`config.mk`:
```
export PLATFORM = sky130hd
export DESIGN_NAME = psf_cell
export DESIGN_NICKNAME = d
export VERILOG_FILES = /design/src/design/psf_pkg.sv /design/src/design/psf_cell.sv
export SDC_FILE = /design/constraint.sdc
export NUM_CORES = 1
export LEC_CHECK = 0
export BUFFER_PORTS_ARGS = -buffer_cell sky130_fd_sc_hd__buf_2
export CORE_MARGIN = 2
export CORE_UTILIZATION = 45
export DETAILED_ROUTE_END_ITERATION = 8
export PLACE_DENSITY = 0.66
export SETUP_SLACK_MARGIN = 0.2
export SYNTH_ARGS = -nofsm -noshare
export SYNTH_HDL_FRONTEND = slang
export SYNTH_SLANG_ARGS = --single-unit
export TNS_END_PERCENT = 10
```
`constraint.sdc`:
```
create_clock -name clk -period 3.6 [get_ports clk]
set_clock_uncertainty 0.05 [all_clocks]
set_input_delay 0.18 -clock clk [delete_from_list [all_inputs] [get_ports clk]]
set_output_delay 0.18 -clock clk [all_outputs]
set_load 0.02 [all_outputs]
```
`src/design/psf_pkg.sv`:
```
// ----------------------------------------------------------------------------
// psf_pkg
// types shared by the prime sieve filter and its cells
// ----------------------------------------------------------------------------
`timescale 1ns / 1ps

package psf_pkg;

	// one bit slot travelling between neighboring cells
	typedef struct packed {
		logic vld;   // slot carries a candidate bit
		logic first; // most significant bit of the word
		logic last;  // least significant bit of the word
		logic dbit;  // candidate bit, msb first
		logic hit;   // some earlier cell divides the word (meaningful with last)
	} psf_link_t;

	typedef enum logic [1:0] {
		ST_IDLE,
		ST_FEED,
		ST_WAIT,
		ST_DONE
	} psf_state_t;

endpackage

```
`src/design/psf_cell.sv`:
```
// ----------------------------------------------------------------------------
// psf_cell
// one stored prime with a bit-serial remainder unit
// ----------------------------------------------------------------------------
`timescale 1ns / 1ps

module psf_cell
	import psf_pkg::*;
#(
	parameter int VALUE_BITS = 16,
	parameter int CNT_BITS   = 7,
	parameter int IDX        = 0
) (
	input  logic                  clk,
	input  logic                  arst_n,
	input  psf_link_t             prev_link,
	output psf_link_t             next_link,
	input  logic [CNT_BITS-1:0]   count,
	input  logic                  wr_en,
	input  logic [VALUE_BITS-1:0] wr_data
);

	logic [VALUE_BITS-1:0] div_q;
	logic [VALUE_BITS-1:0] rem_q;
	logic [VALUE_BITS-1:0] rem_base;
	logic [VALUE_BITS:0]   rem_sh;
	logic [VALUE_BITS:0]   rem_sub;
	logic [VALUE_BITS-1:0] rem_d;
	logic                  cell_valid;
	psf_link_t             link_q;

	assign cell_valid = (count > CNT_BITS'(IDX));

	// restoring step: shift in one bit, subtract divisor when it fits
	always_comb begin
		rem_base = prev_link.first ? '0 : rem_q;
		rem_sh   = {rem_base, prev_link.dbit};
		rem_sub  = rem_sh - {1'b0, div_q};
		if (rem_sh >= {1'b0, div_q}) begin
			rem_d = rem_sub[VALUE_BITS-1:0];
		end else begin
			rem_d = rem_sh[VALUE_BITS-1:0];
		end
	end

	always_ff @(posedge clk or negedge arst_n) begin
		if (!arst_n) begin
			link_q <= '0;
		end else begin
			link_q.vld   <= prev_link.vld;
			link_q.first <= prev_link.first;
			link_q.last  <= prev_link.last;
			link_q.dbit  <= prev_link.dbit;
			if (prev_link.vld && prev_link.last) begin
				link_q.hit <= prev_link.hit | (cell_valid & (rem_d == '0));
			end else begin
				link_q.hit <= prev_link.hit;
			end
		end
	end

	always_ff @(posedge clk) begin
		if (prev_link.vld) begin
			rem_q <= rem_d;
		end
		if (wr_en && (count == CNT_BITS'(IDX))) begin
			div_q <= wr_data;
		end
	end

	assign next_link = link_q;

endmodule

```
==> impl_metrics.ini <==
[status]
status = finished clean

[place]
place_ws_ns = 0.00124
port_buffers = 35
gp_congestion = 0.812
hpwl_um = 3660

[sta]
final-hold-violation-count = 0
fmax_mhz = 302
post-route-period-util_pct = 92.1
worst_pin_slew_ns = 0.861
setup_viol = 0
fin_crit_ns = 3.32
rsz0062_at_grt = no
layout_setup_ws_ns = 0.284
slew_headroom_pct = 42.6
report.final.slew_viol_count = 0
setup_tns_ns = 0

[finish]
diodes = 0
drive_gt1_share_pct = 29.8
fillers = 432
syn2layout_area_growth_pct = 32.6
fin_nets = 329

[drt]
vias = 1812
wl_um = 5270
drt_iter0_markers = 123
drcViolationCount = 0
drt_first_pass_iters = 4
detail-route-antenna-nets = 0
wl_per_cell_um = 15.0
viasPerCell = 5.15

[yosys]
async_flop_share_pct = 13.5
synthTopCellsByArea = edfxtp_1 42%, ha_1 8.7%, dfrtp_1 5.4%, nor2b_1 4.1%, inv_1 3.4%
syn_avg_cell_area_um2 = 10.9
yosysSeqAreaShare_pct = 47.0
synth_edf_count = 32
synthCells = 212
syn_nets = 260
yosys.area.top_type = edfxtp_1
synth_seq_cells = 37
yosysWarnings = 0
synth_area_um2 = 2310
ys.flop_type = edfxtp_1
yosys.area.top_type_share_pct = 41.6
yosys.cell_types.count = 49

[clock_network]
clk_latency_ns = 0.30
cts.sinks = 37
cts_buffers = 5
clockBufferDepth = 2
cts_max_level = 2
cts-root-buf = clkbuf_8
tritoncts = done
clk_pin_slew_ns = 0.08

[worst_setup_path]
critPathKind = reg2reg
critPathSlowestCell = or4_1
cpPeakStageDelay_ns = 0.43
cp_top_family = compound AO/OA/AOI/OAI gates
crit_required_ns = 3.75
crit_arrival_ns = 3.47
path_buf_inv = 0
endpoint_kind = flop
worstPathCellList = nor2b_4, ha_4, a21o_1, a31oi_2, a21oi_2, or3_4, a31oi_4, mux2_4, a211o_1, or4_1, o41ai_2
ff2ff_path_depth = 11
startpoint_type = flop
crit_cells = 11
cp_max_fo = 6

[power]
p_leak_nw = 1.30
combPwrFrac_pct = 25.0
seqPwrFrac_pct = 43.0
p_int_w = 0.000852
p_clk_share_pct = 32.0
power.switching_w = 0.000329
p_sw_share_pct = 27.8
vdd_ir_drop_max_uv = 254
p_per_area_nw_per_um2 = 385

[job]
cap_violations = 0

[floorplan]
die_area_um2 = 5730
rows = 26
io_pins = 36
die_y_um = 75.7
die_x_um = 75.7
core-area_um2 = 5040
initial_utilization_pct = 45.9

[global_route]
grt_pass1_vias = 1659
grt-ovfl-total = 0
antenna_found_initial = 0
grt.total_usage_pct = 19.1
grt_max_degree = 19
grt_pass1_wl_um = 7970

[hold_path]
min_delay_path_depth = 1
hp-class = in2reg
cell usage after synthesis (5+ instances only):
library cell and instances:
o21ai_0 5, nor2_1 10, nand2_1 16, ha_1 16, a21oi_1 7, inv_1 21
nor3_1 6, edfxtp_1 32, xnor2_1 7, o21ai_1 8, nor2b_1 15, dfrtp_1 5
cell families after synthesis:
family / synth area share [%]
AO/OA/AOI/OAI: 16.0
XOR/XNOR: 4.17
adder cells (fa/ha/maj): 9.52
buffers and inverters: 3.90
flip-flops: 47.0
multiplexers: 3.35
AND/OR/NAND/NOR: 16.1
final timing paths:
kind	start	endpoint	slack, ns
worst min-delay path	prev_link[4]	next_link[4]	0.15
worst max-delay path	rem_q[3]	next_link[0]	0.28
worst max register to register	rem_q[3]	next_link[0]	0.28
worst min register to register	div_q[0]	rem_q[0]	0.70
max in group asynchronous	arst_n	next_link[4]	3.20
min in group asynchronous	arst_n	next_link[2]	0.17
routing by layer:
layer  vias up  wire, um  global-route usage (%)  part of all wire [%]
li1        911         -                       -                     -
met1       866      2290                    24.2                    44
met2        29      2790                    32.8                    53
met3         6       119                    3.97                   2.3
met4         0        65                    6.43                   1.2
met5         -         0                       0                     0
layout by cell type (no fill, tap or decap), types with 3 or more instances in the layout:
cell and n:
a211o_1 3, a21o_1 3, a21oi_1 7, buf_2 35, buf_4 9, clkbuf_8 5
dfrtp_1 5, dlygate4sd3_1 20, edfxtp_1 32, ha_1 11, ha_2 4, inv_1 21
nand2_1 16, nand2b_1 3, nand3_1 3, nor2_1 10, nor2b_1 10, nor2b_2 3
nor2b_4 3, nor3_1 6, nor4_1 3, o21a_1 3, o21ai_0 5, o21ai_1 8
xnor2_1 7, xor2_1 4
through the flow:
stage | utilization [%] | hold WS, ns | area, um2 | instances | total power (W)
6_report | 60.8 | 0.153 | 3070 | 352 | 0.00118
5_1_grt | 60.8 | 0.154 | 3070 | 352 | 0.00124
4_1_cts | 57.8 | 0.0000519 | 2910 | 344 | 0.00116
3_5_place_dp | 51.7 | -0.0512 | 2610 | 320 | 0.000758
3_3_place_gp | 51.7 | -0.0532 | 2610 | 320 | 0.000756
2_1_floorplan | - | -0.166 | 2310 | 212 | 0.000685
repair_timing:
item,CTS,global route
endpoints found under the hold margin,16,8
buffers inserted,4,0
setup endpoints to repair,1,1
pin swaps,2,3
hold buffers,12,8
gates resized for setup,12,14
layout make-up:
type | count | area [um2] | share of cell area, %
Timing Repair Buffer | 65 | 454 | 14.8
Clock buffer | 5 | 68.8 | 2.24
Clock inverter | 3 | 46.3 | 1.51
Sequential cell | 37 | 1090 | 35.4
Multi-Input combinational cell | 151 | 1240 | 40.6
Inverter | 21 | 78.8 | 2.57
Tap cell | 70 | 87.6 | 2.86
power by group through the flow:
stage | Clock [W] | Combinational, W | Sequential, W
2_1_floorplan | 0 | 0.000167 | 0.000518
5_1_grt | 0.000402 | 0.000323 | 0.000510
3_3_place_gp | 0 | 0.000240 | 0.000516
3_5_place_dp | 0 | 0.000243 | 0.000516
6_report | 0.000378 | 0.000295 | 0.000508
4_1_cts | 0.000381 | 0.000274 | 0.000507
registers in the layout (all words and copies together), names as in the netlist:
signal     cells
rem_q         16
div_q         16
next_link      5
Note: power is estimated with default switching activity, not from simulation.
